File: src/pmsp_pkg.sv
// shared types, character codes and helper functions for the permission mode string parser
`timescale 1ns / 1ps
package pmsp_pkg;

    localparam int unsigned MODE_W  = 9;
    localparam int unsigned CHAR_W  = 8;
    localparam int unsigned STAT_W  = 2;
    localparam int unsigned CNT_W   = 4;
    localparam int unsigned IN_TDATA_W  = 24;
    localparam int unsigned OUT_TDATA_W = 16;

    localparam logic [CNT_W-1:0]  CNT_MAX   = 4'd15;
    localparam logic [CNT_W-1:0]  LEN_OCTAL = 4'd3;
    localparam logic [CNT_W-1:0]  LEN_LONG  = 4'd9;
    localparam logic [MODE_W-1:0] MODE_ALL  = 9'o777;

    localparam logic [CHAR_W-1:0] CH_R     = 8'h72;
    localparam logic [CHAR_W-1:0] CH_W     = 8'h77;
    localparam logic [CHAR_W-1:0] CH_X     = 8'h78;
    localparam logic [CHAR_W-1:0] CH_DASH  = 8'h2d;
    localparam logic [CHAR_W-1:0] CH_PLUS  = 8'h2b;
    localparam logic [CHAR_W-1:0] CH_EQ    = 8'h3d;
    localparam logic [CHAR_W-1:0] CH_U     = 8'h75;
    localparam logic [CHAR_W-1:0] CH_G     = 8'h67;
    localparam logic [CHAR_W-1:0] CH_O     = 8'h6f;
    localparam logic [CHAR_W-1:0] CH_A     = 8'h61;
    localparam logic [CHAR_W-1:0] CH_ZERO  = 8'h30;
    localparam logic [CHAR_W-1:0] CH_ONE   = 8'h31;
    localparam logic [CHAR_W-1:0] CH_SEVEN = 8'h37;

    typedef enum logic [STAT_W-1:0] {
        ST_OK         = 2'd0,
        ST_BAD_FORMAT = 2'd1,
        ST_BAD_OP     = 2'd2,
        ST_BAD_PERM   = 2'd3
    } t_status;

    typedef enum logic [1:0] {
        OP_NONE = 2'd0,
        OP_ADD  = 2'd1,
        OP_SUB  = 2'd2,
        OP_SET  = 2'd3
    } t_op;

    typedef struct packed {
        logic [CHAR_W-1:0] ch;
        logic [MODE_W-1:0] cur_mode;
        logic              last;
    } t_item;

    typedef struct packed {
        logic [MODE_W-1:0] res_mode;
        t_status           status;
    } t_result;

    // copy a 3-bit rwx group into each selected class (u=4, g=2, o=1)
    function automatic logic [MODE_W-1:0] spread(input logic [2:0] cls, input logic [2:0] bits);
        spread = {(cls[2] ? bits : 3'b000), (cls[1] ? bits : 3'b000), (cls[0] ? bits : 3'b000)};
    endfunction

    // letter expected at a position of the rwx form
    function automatic logic [CHAR_W-1:0] want_char(input logic [CNT_W-1:0] pos);
        case (pos) inside
            4'd0, 4'd3, 4'd6: want_char = CH_R;
            4'd1, 4'd4, 4'd7: want_char = CH_W;
            default:          want_char = CH_X;
        endcase
    endfunction

endpackage

File: src/pmsp_core.sv
// per-string parser state and combinational result logic for all four mode forms
`timescale 1ns / 1ps
module pmsp_core
    import pmsp_pkg::*;
(
    input  logic    i_clk,
    input  logic    i_rst_n,
    input  logic    i_fire,
    input  t_item   i_item,
    output logic    o_res_valid,
    output t_result o_res
);

    logic [CNT_W-1:0]  r_cnt, n_cnt;
    logic [MODE_W-1:0] r_oct_val, n_oct_val;
    logic              r_oct_ok, n_oct_ok;
    logic              r_first_oct, n_first_oct;
    logic [MODE_W-1:0] r_let_bits, n_let_bits;
    logic              r_let_set_ok, n_let_set_ok;
    logic              r_let_pos_ok, n_let_pos_ok;
    logic [MODE_W-1:0] r_bin_bits, n_bin_bits;
    logic              r_bin_ok, n_bin_ok;
    logic              r_sym_phase, n_sym_phase;
    logic [2:0]        r_cls, n_cls;
    t_op               r_op, n_op;
    logic [MODE_W-1:0] r_sym_mode, n_sym_mode;
    t_status           r_sym_err, n_sym_err;

    logic              w_first;
    logic              w_is_oct;
    logic [CNT_W-1:0]  w_cnt_inc;
    logic [CNT_W-1:0]  w_bit_idx;
    logic [2:0]        w_perm;
    logic [CHAR_W-1:0] w_ch;

    assign w_ch      = i_item.ch;
    assign w_first   = (r_cnt == '0);
    assign w_is_oct  = (w_ch >= CH_ZERO) && (w_ch <= CH_SEVEN);
    assign w_cnt_inc = (r_cnt == CNT_MAX) ? r_cnt : r_cnt + 4'd1;
    assign w_bit_idx = 4'd8 - r_cnt;

    always_comb begin
        // start of string reloads everything
        n_oct_val    = w_first ? '0 : r_oct_val;
        n_oct_ok     = w_first ? 1'b1 : r_oct_ok;
        n_first_oct  = w_first ? w_is_oct : r_first_oct;
        n_let_bits   = w_first ? '0 : r_let_bits;
        n_let_set_ok = w_first ? 1'b1 : r_let_set_ok;
        n_let_pos_ok = w_first ? 1'b1 : r_let_pos_ok;
        n_bin_bits   = w_first ? '0 : r_bin_bits;
        n_bin_ok     = w_first ? 1'b1 : r_bin_ok;
        n_sym_phase  = w_first ? 1'b0 : r_sym_phase;
        n_cls        = w_first ? 3'b000 : r_cls;
        n_op         = w_first ? OP_NONE : r_op;
        n_sym_mode   = w_first ? i_item.cur_mode : r_sym_mode;
        n_sym_err    = w_first ? ST_OK : r_sym_err;
        w_perm       = 3'b000;

        if (w_is_oct) begin
            n_oct_val = {n_oct_val[5:0], w_ch[2:0]};
        end else begin
            n_oct_ok = 1'b0;
        end

        if (!(w_ch == CH_R || w_ch == CH_W || w_ch == CH_X || w_ch == CH_DASH)) begin
            n_let_set_ok = 1'b0;
        end
        if (r_cnt < LEN_LONG) begin
            if (w_ch != want_char(r_cnt) && w_ch != CH_DASH) begin
                n_let_pos_ok = 1'b0;
            end
            if (w_ch != CH_DASH) begin
                n_let_bits[w_bit_idx] = 1'b1;
            end
            if (w_ch == CH_ONE) begin
                n_bin_bits[w_bit_idx] = 1'b1;
            end
        end
        if (!(w_ch == CH_ZERO || w_ch == CH_ONE)) begin
            n_bin_ok = 1'b0;
        end

        // symbolic path, frozen after the first error
        if (n_sym_err == ST_OK) begin
            if (!n_sym_phase) begin
                if (w_ch == CH_U) begin
                    n_cls[2] = 1'b1;
                end else if (w_ch == CH_G) begin
                    n_cls[1] = 1'b1;
                end else if (w_ch == CH_O) begin
                    n_cls[0] = 1'b1;
                end else if (w_ch == CH_A) begin
                    n_cls = 3'b111;
                end else if (w_ch == CH_PLUS) begin
                    n_op        = OP_ADD;
                    n_sym_phase = 1'b1;
                end else if (w_ch == CH_DASH) begin
                    n_op        = OP_SUB;
                    n_sym_phase = 1'b1;
                end else if (w_ch == CH_EQ) begin
                    n_op        = OP_SET;
                    n_sym_phase = 1'b1;
                    n_sym_mode  = n_sym_mode & ~spread(n_cls, 3'b111);
                end else begin
                    n_sym_err = ST_BAD_OP;
                end
            end else begin
                if (w_ch == CH_R) begin
                    w_perm = 3'b100;
                end else if (w_ch == CH_W) begin
                    w_perm = 3'b010;
                end else if (w_ch == CH_X) begin
                    w_perm = 3'b001;
                end else begin
                    n_sym_err = ST_BAD_PERM;
                end
                if (n_op == OP_SUB) begin
                    n_sym_mode = n_sym_mode & ~spread(n_cls, w_perm);
                end else begin
                    n_sym_mode = n_sym_mode | spread(n_cls, w_perm);
                end
            end
        end

        n_cnt = i_item.last ? '0 : w_cnt_inc;
    end

    // form chosen by final length
    always_comb begin
        o_res.res_mode = '0;
        o_res.status   = ST_OK;
        if (w_cnt_inc == LEN_OCTAL && n_first_oct) begin
            if (n_oct_ok) begin
                o_res.res_mode = n_oct_val;
            end else begin
                o_res.status = ST_BAD_FORMAT;
            end
        end else if (w_cnt_inc == LEN_LONG && n_let_set_ok) begin
            if (n_let_pos_ok) begin
                o_res.res_mode = n_let_bits;
            end else begin
                o_res.status = ST_BAD_FORMAT;
            end
        end else if (w_cnt_inc == LEN_LONG && n_bin_ok) begin
            o_res.res_mode = n_bin_bits;
        end else if (n_sym_err != ST_OK) begin
            o_res.status = n_sym_err;
        end else if (!n_sym_phase) begin
            o_res.status = ST_BAD_OP;
        end else begin
            o_res.res_mode = n_sym_mode & MODE_ALL;
        end
    end

    assign o_res_valid = i_fire && i_item.last;

    always_ff @(posedge i_clk) begin
        if (!i_rst_n) begin
            r_cnt <= '0;
        end else if (i_fire) begin
            r_cnt <= n_cnt;
        end
    end

    always_ff @(posedge i_clk) begin
        if (i_fire) begin
            r_oct_val    <= n_oct_val;
            r_oct_ok     <= n_oct_ok;
            r_first_oct  <= n_first_oct;
            r_let_bits   <= n_let_bits;
            r_let_set_ok <= n_let_set_ok;
            r_let_pos_ok <= n_let_pos_ok;
            r_bin_bits   <= n_bin_bits;
            r_bin_ok     <= n_bin_ok;
            r_sym_phase  <= n_sym_phase;
            r_cls        <= n_cls;
            r_op         <= n_op;
            r_sym_mode   <= n_sym_mode;
            r_sym_err    <= n_sym_err;
        end
    end

    a_err_zero_mode: assert property (@(posedge i_clk) disable iff (!i_rst_n)
        o_res_valid && o_res.status != ST_OK |-> o_res.res_mode == '0)
        else $error("error result carries nonzero mode");

    a_last_restarts: assert property (@(posedge i_clk) disable iff (!i_rst_n)
        i_fire && i_item.last |=> r_cnt == '0)
        else $error("count not cleared after last character");

    a_mid_counts: assert property (@(posedge i_clk) disable iff (!i_rst_n)
        i_fire && !i_item.last |=> r_cnt != '0)
        else $error("count lost inside a string");

    a_idle_holds: assert property (@(posedge i_clk) disable iff (!i_rst_n)
        !i_fire |=> $stable(r_cnt))
        else $error("count moved without a character");

endmodule

File: src/permission_mode_string_parser_top.sv
// Permission mode string parser: one character per transfer in, one mode result per string out.
//
// s_axis carries one character of a mode string per transfer: tdata holds the character and
// the current mode (sampled on the first character only), tlast marks the final character.
// Octal (three digits), positional rwx (nine of "rwx-"), binary (nine of "01") and symbolic
// strings (who letters, one of + - =, then rwx letters) are all tracked at once and the form
// is chosen by length when tlast arrives.
// m_axis returns one transfer per string: the new mode and a status code
// (ok, bad format, bad operator, bad permission set); the mode is zero on error.
// Throughput is one character per cycle while m_axis is not stalled. A result passes through the
// input register and then the result register before it can transfer on m_axis.
// Reset (i_rst_n low, synchronous) drops any held character and result and starts a new string.
// When the receiver stalls, the result register holds; one more character is buffered in the
// input register, then s_axis_tready drops until the result is taken.
`timescale 1ns / 1ps
module permission_mode_string_parser_top
    import pmsp_pkg::*;
(
    input  logic                   i_clk,
    input  logic                   i_rst_n,
    input  logic                   s_axis_tvalid,
    output logic                   s_axis_tready,
    input  logic [IN_TDATA_W-1:0]  s_axis_tdata,  // ch[7:0], cur_mode[16:8], zero fill
    input  logic                   s_axis_tlast,
    output logic                   m_axis_tvalid,
    input  logic                   m_axis_tready,
    output logic [OUT_TDATA_W-1:0] m_axis_tdata   // res_mode[8:0], status[10:9], zero fill
);

    logic    r_in_valid;
    t_item   r_in;
    logic    r_out_valid;
    t_result r_out;

    logic    w_out_free;
    logic    w_fire;
    logic    w_res_valid;
    t_result w_res;

    assign w_out_free    = !r_out_valid || m_axis_tready;
    assign w_fire        = r_in_valid && w_out_free;
    assign s_axis_tready = !r_in_valid || w_fire;

    always_ff @(posedge i_clk) begin
        if (!i_rst_n) begin
            r_in_valid <= 1'b0;
        end else if (s_axis_tvalid && s_axis_tready) begin
            r_in_valid <= 1'b1;
        end else if (w_fire) begin
            r_in_valid <= 1'b0;
        end
    end

    always_ff @(posedge i_clk) begin
        if (s_axis_tvalid && s_axis_tready) begin
            r_in.ch       <= s_axis_tdata[CHAR_W-1:0];
            r_in.cur_mode <= s_axis_tdata[CHAR_W+MODE_W-1:CHAR_W];
            r_in.last     <= s_axis_tlast;
        end
    end

    pmsp_core u_core (
        .i_clk       (i_clk),
        .i_rst_n     (i_rst_n),
        .i_fire      (w_fire),
        .i_item      (r_in),
        .o_res_valid (w_res_valid),
        .o_res       (w_res)
    );

    always_ff @(posedge i_clk) begin
        if (!i_rst_n) begin
            r_out_valid <= 1'b0;
        end else if (w_out_free) begin
            r_out_valid <= w_res_valid;
        end
    end

    always_ff @(posedge i_clk) begin
        if (w_out_free && w_res_valid) begin
            r_out <= w_res;
        end
    end

    assign m_axis_tvalid = r_out_valid;
    assign m_axis_tdata  = {{(OUT_TDATA_W - MODE_W - STAT_W){1'b0}}, r_out.status, r_out.res_mode};

endmodule

File: config.mk
export PLATFORM = sky130hd
export DESIGN_NAME = permission_mode_string_parser_top
export DESIGN_NICKNAME = d
export VERILOG_FILES = /design/src/pmsp_pkg.sv /design/src/pmsp_core.sv /design/src/permission_mode_string_parser_top.sv
export SDC_FILE = /design/constraint.sdc
export NUM_CORES = 1
export LEC_CHECK = 0
export BUFFER_PORTS_ARGS = -buffer_cell sky130_fd_sc_hd__buf_2
export CORE_MARGIN = 2
export CORE_UTILIZATION = 30
export CTS_BUF_LIST = sky130_fd_sc_hd__clkbuf_2
export DETAILED_ROUTE_END_ITERATION = 12
export HOLD_SLACK_MARGIN = 0.08
export PLACE_DENSITY = 0.55
export SLEW_MARGIN = 20
export SYNTH_ARGS = -nofsm -noshare
export SYNTH_HDL_FRONTEND = slang
export SYNTH_HIERARCHICAL = 1
export SYNTH_SLANG_ARGS = --single-unit
export TNS_END_PERCENT = 30
File: constraint.sdc
create_clock -name i_clk -period 4.1 [get_ports i_clk]
set_clock_uncertainty 0.15 [all_clocks]
set_input_delay 0.615 -clock i_clk [delete_from_list [all_inputs] [get_ports i_clk]]
set_output_delay 0.615 -clock i_clk [all_outputs]
set_load 0.005 [all_outputs]
==> results.yml, run 1 <==
finish:
  final_net_count: 504
  syn2layout_area_growth_pct: 14.7
  fillers: 1494
  drive_gt1_share_pct: 16.3
  num_antenna_cells: 0
setup_path:
  slowest_delay_ps: 550
  crit_cells: 9
  crit_family: "simple AND/OR/NAND/NOR gates"
  crit_path_start_kind: "flip-flop"
  cp-startpoint: "u_core/r_cnt[0]"
  reg2reg_depth: 9
  arrival_ps: 3510
  r2r-start: "u_core/r_cnt[0]"
  criticalPathCategory: "reg2reg"
  critPathCaptureType: "flip-flop"
  slowest_stage: "dfxtp_1"
  reg2reg_slack_ps: 860
  path_buf_inv: 2
  critPathMaxFanout: 28
  critical_path_required_ps: 4370
  rr_endpoint: "m_axis_tdata[1]"
  crit_chain: "inv_1 -> ha_1 -> or3b_1 -> buf_4 -> and4_1 -> a21oi_1 -> o211ai_1 -> nand2_1 -> a32oi_1"
cts:
  cts_setup_buffers: 0
  cts_made_buffers: 9
  root_buffer: "clkbuf_2"
  cts_tree: "yes"
  path_clk_slew_ps: 230
  htreeDepth: 3
  clock_sinks: 81
  cts_buffer_depth: 2
  clock_latency_ps: 580
logic_synthesis:
  synth_commonest_cells: "edfxtp_1 (75), nand2_1 (56), nand3_1 (24)"
  ys_types: 67
  synth-seq-cells: 81
  ys_seq_area_share_pct: 52.2
  yosysMostFrequentCell: "edfxtp_1"
  syn_avg_cell_area_um2: 10.8
  yosys.area.top_type: "edfxtp_1"
  netlist_instances: 421
  ys_top_cells_by_area: "edfxtp_1 (50%), nand2_1 (4.6%), a32o_1 (3.5%)"
  yosys_warnings: 6
  synth_edf_count: 75
  synth_top_area_share_pct: 49.5
  ys_async_sr_fraction_pct: 0
  syn_area_um2: 4550
  synth_flop_cell: "edfxtp_1"
grt:
  first_global_vias: 3305
  grt_usage_pct: 13.8
  grt_overflow: 0
  grt_start_max_net_pins: 52
  antenna_found_initial: 0
  grt_pass1_wl_mm: 17.3
floorplanning:
  start_util_pct: 30.3
  fp.coreArea_um2: 15000
  die-width_um: 127
  rows: 45
  die_area_um2: 16200
  ios: 47
  die_h_um: 127
drt:
  wl_per_cell_um: 16.6
  drcViolationCount: 0
  viasPerCell: 5.43
  drt_iter0_drc: 207
  drt.antenna.violating_nets: 0
  via_count: 3582
  drtPass1Iterations: 5
  postRouteWirelength_mm: 11.0
timing:
  maxClockFrequency_mhz: 309
  setup_tns_ps: 0
  grt_setup_unrepaired: "no"
  slew_violations: 0
  relSlewSlack_pct: 42.5
  hold_viol: 0
  tightestPinTransition_ps: 855
  layout_min_cycle_time_ps: 3240
  setup_viol: 0
  fin_crit_sh_pct: 78.9
power:
  leakage_nw: 1.81
  irDropWorstVdd_mv: 0.164
  p_total_mw: 1.56
  power.density_nw_per_um2: 299
hold_path:
  min_to: "m_axis_tvalid"
  holdPathStages: 3
  hp-class: "in2reg"
  hp-start: "m_axis_tready"
run_status:
  status: "completed"
placement:
  place_congestion: 0.849
  dp_hpwl_mm: 7.80
  portBuffers: 34
run:
  cap_violations: 0
how the worst max path moves through the flow:
stage | end | slack (ps)
after floorplan | m_axis_tdata[0] | 750
after global routing | m_axis_tdata[8] | 580
after detailed placement | m_axis_tdata[1] | 900
final | m_axis_tdata[1] | 860
after global placement | m_axis_tdata[1] | 910
after CTS | m_axis_tdata[1] | 860
metrics by stage:
stage | std cells | util [%] | hold slack (ps) | instance area, um2 | setup slack, ps
finish | 660 | 34.7 | 216 | 5220 | 864
global route | 660 | 34.7 | 149 | 5220 | 584
CTS | 660 | 34.6 | 152 | 5210 | 860
detailed placement | 624 | 32.5 | 411 | 4890 | 905
global placement | 624 | 32.5 | 405 | 4890 | 911
floorplan | 425 | - | 385 | 4570 | 752
report_power, final:
group	total, mW	switching, mW	internal (mW)
registers	0.967	0.0261	0.941
logic	0.163	0.0933	0.0693
clock network	0.431	0.290	0.141
sequential cells by signal, indices dropped and copies added, names as in the netlist:
name / cells
u_core/r_bin_bits: 9
u_core/r_let_pos_ok: 1
u_core/r_let_set_ok: 1
r_in_valid: 1
u_core/r_oct_ok: 1
r_in: 18
u_core/r_cnt: 4
u_core/r_let_bits: 9
m_axis_tvalid: 1
u_core/r_oct_val: 6
u_core/r_sym_mode: 9
u_core/r_sym_err: 2
u_core/r_bin_ok: 1
u_core/r_first_oct: 1
u_core/r_sym_phase: 1
m_axis_tdata: 11
u_core/r_cls: 3
u_core/r_op: 2
kinds of logic (layout without fill, tap and decap cells):
kind of cell | count (synthesis) | in the layout | share of synthesized area (%)
mux | 8 | 8 | 1.90
xor+xnor | 3 | 3 | 0.578
flops | 81 | 81 | 52.2
simple gates | 177 | 177 | 21.4
fa+ha+maj | 8 | 8 | 2.20
compound gates | 104 | 104 | 17.8
buf+inv | 39 | 86 | 3.91
other cells | 1 | 5 | 0.0825
repair_timing:
action / in CTS / in global routing
resized for setup: 0 / 0
hold buffers: 20 / 0
hold endpoints to repair: 20 / 0
worst register-to-register path, stage by stage (launching register included):
cell and delay [ps]:
dfxtp_1 550, inv_1 190, ha_1 320, or3b_1 440, buf_4 390, and4_1 300, a21oi_1 80, o211ai_1 290
nand2_1 130, a32oi_1 250
layout make-up:
class | instances | area [um2] | area share, %
clock buffers | 9 | 45.0 | 0.864
multi-input cells | 305 | 2030 | 39.0
flip-flops and latches | 81 | 2370 | 45.5
clock inverters | 7 | 70.1 | 1.34
well taps | 188 | 235 | 4.51
inverters | 8 | 30.0 | 0.576
repair buffers | 62 | 430 | 8.25
placed cells by master (no fill, tap or decap), types with 9 or more instances in the layout:
| master | netlist | layout |
|---|---|---|
| nor2_1 | 20 | 20 |
| o21ai_0 | 9 | 9 |
| nor3_1 | 12 | 12 |
| nand3_1 | 24 | 24 |
| buf_2 | 9 | 34 |
| a221oi_1 | 12 | 12 |
| nand2_1 | 56 | 56 |
| dlygate4sd3_1 | 0 | 20 |
| edfxtp_1 | 75 | 75 |
| a21oi_1 | 18 | 18 |
| a32o_1 | 16 | 16 |
| clkbuf_2 | 1 | 9 |
| a32oi_1 | 9 | 9 |
routing by layer:
| layer | global-route usage, % | vias to the layer above | routed length [um] |
|---|---|---|---|
| li1 | - | 1727 | - |
| met1 | 17.5 | 1734 | 4870 |
| met4 | 5.69 | 0 | 206 |
| met5 | 0 | - | 0 |
| met2 | 23.1 | 107 | 5340 |
| met3 | 2.81 | 14 | 548 |
Power figures use the tool's default switching activity.
==> run 2, diff against run 1 <==
==> constraint.sdc (replaced) <==
create_clock -name i_clk -period 2.71 [get_ports i_clk]
set_clock_uncertainty 0.15 [all_clocks]
set_input_delay 0.4065 -clock i_clk [delete_from_list [all_inputs] [get_ports i_clk]]
set_output_delay 0.4065 -clock i_clk [all_outputs]
set_load 0.005 [all_outputs]
==> run 2 against run 1 <==
  * Sequential share of layout area shrank 3.2 points
  * Routed wire length grew 5.7%
  * Final cell count grew 6.1%
  * Highest routed layer unchanged
  * Hold slack gained 130 ps
  * Design area grew 7.7%
  * Largest power group unchanged
  * Via count grew 3.4%
  * Non-clock buffer count grew 42
  * Setup slack lost 750 ps
==> results.yml, run 2 (synthesis results as in run 1) <==
placement:
  portBuffers: 34
  dp_slack_ps: 27.6
  place_area_um2: 5200
  dp_hpwl_mm: 8.59
  place_congestion: 0.891
  place_inst: 663
timing:
  grt_setup_unrepaired: "no"
  tightestPinTransition_ps: 543
  setup_viol: 0
  layout_min_cycle_time_ps: 2590
  slew_violations: 0
  hold_viol: 0
  hold_slack_ps: 344
  maxClockFrequency_mhz: 386
  setup_tns_ps: 0
  fin_crit_sh_pct: 95.6
  relSlewSlack_pct: 63.4
  setup_ws_ps: 119
floorplanning:
  ios: 47
  die_h_um: 127
  start_util_pct: 30.3
  die_area_um2: 16200
  die-width_um: 127
  fp.coreArea_um2: 15000
  rows: 45
finish:
  fin_area_um2: 5610
  largest_register: "r_in"
  layout_common_cells: "edfxtp_1 (75), nand2_1 (55), buf_4 (45), buf_2 (34), nand3_1 (24)"
  fillers: 1481
  final_net_count: 546
  drive_gt1_share_pct: 24.2
  num_antenna_cells: 0
  largest_reg_flops: 18
  final_common_cell: "edfxtp_1"
  fin_util_pct: 37.3
  syn2layout_area_growth_pct: 23.4
  finalNonFillerCells: 700
setup_path:
  arrival_ps: 2730
  criticalPathCategory: "reg2reg"
  critical_path_required_ps: 2850
  crit_path_start_kind: "flip-flop"
  critPathMaxFanout: 10
  critPathCaptureType: "flip-flop"
grt:
  grt_pass1_wl_mm: 18.6
  grt_start_max_net_pins: 28
  first_global_vias: 3662
  grt_overflow: 0
  grt_usage_pct: 14.6
  antenna_found_initial: 0
power:
  power.density_nw_per_um2: 455
  leakage_nw: 2.04
  clkPwrFrac_pct: 31.6
  p_total_mw: 2.55
  p_sw_share_pct: 23.9
  combPwrFrac_pct: 11.6
  power_switching_mw: 0.610
  p_int_mw: 1.94
  seq_power_share_pct: 56.8
  irDropWorstVdd_mv: 0.306
cts:
  cts_made_buffers: 9
  path_clk_slew_ps: 210
  clock_latency_ps: 550
  root_buffer: "clkbuf_2"
  clock_sinks: 81
  htreeDepth: 3
  cts_buffer_depth: 2
  cts_tree: "yes"
drt:
  postRouteWirelength_mm: 11.6
  via_count: 3703
  wl_per_cell_um: 16.5
  drt_iter0_drc: 247
  drt.antenna.violating_nets: 0
  drcViolationCount: 0
  drtPass1Iterations: 5
  viasPerCell: 5.29
hold_path:
  hp-class: "in2reg"
run_status:
  status: "completed"
run:
  cap_violations: 0
-- run 2: path summary, 6_finish.rpt --
kind / from / to / slack, ps / depth (start not counted)
setup / recovery: r_in[16] / m_axis_tdata[5] / 120 / 7
hold / removal: m_axis_tready / m_axis_tdata[7] / 340 / 4
setup reg to reg: r_in[16] / m_axis_tdata[5] / 120 / 7
hold reg to reg: u_core/r_let_bits[7] / u_core/r_let_bits[7] / 450 / 1
-- run 2: routing by layer --
layer	vias to the layer above	GRT usage [%]	routed length, um
met5	-	0	0
met3	13	2.35	425
met2	94	25.4	5660
met1	1801	18.7	5390
met4	0	4.40	107
li1	1795	-	-
-- run 2: what timing repair did --
action	CTS	global route
gates resized for setup	0	13
hold endpoints to repair	24	0
hold buffers	22	0
setup buffers	0	1
endpoints found under the setup margin	0	11
-- run 2: power groups by stage --
stage               combinational [mW]  clock (mW)  sequential (mW)
CTS                              0.287       0.831             1.45
finish                           0.297       0.806             1.45
global placement                 0.255           0             1.48
floorplan                        0.172           0             1.47
detailed placement               0.262           0             1.48
global route                     0.325       0.873             1.46
-- run 2: critical path: stages, from the launching register on --
cell and delay (ps):
edfxtp_1 500, or3b_1 450, or3_1 400, buf_4 180, buf_4 170, a32o_1 270, nand3_1 80, a32oi_1 130
-- run 2: final cells by class --
| cell class | count | area [um2] | share of cell area [%] |
|---|---|---|---|
| sequential | 81 | 2370 | 42.3 |
| clock inverter | 5 | 104 | 1.85 |
| timing repair buffer | 104 | 771 | 13.7 |
| tap | 188 | 235 | 4.19 |
| multi-input combinational | 305 | 2050 | 36.6 |
| inverter | 8 | 30.0 | 0.535 |
| clock buffer | 9 | 45.0 | 0.802 |
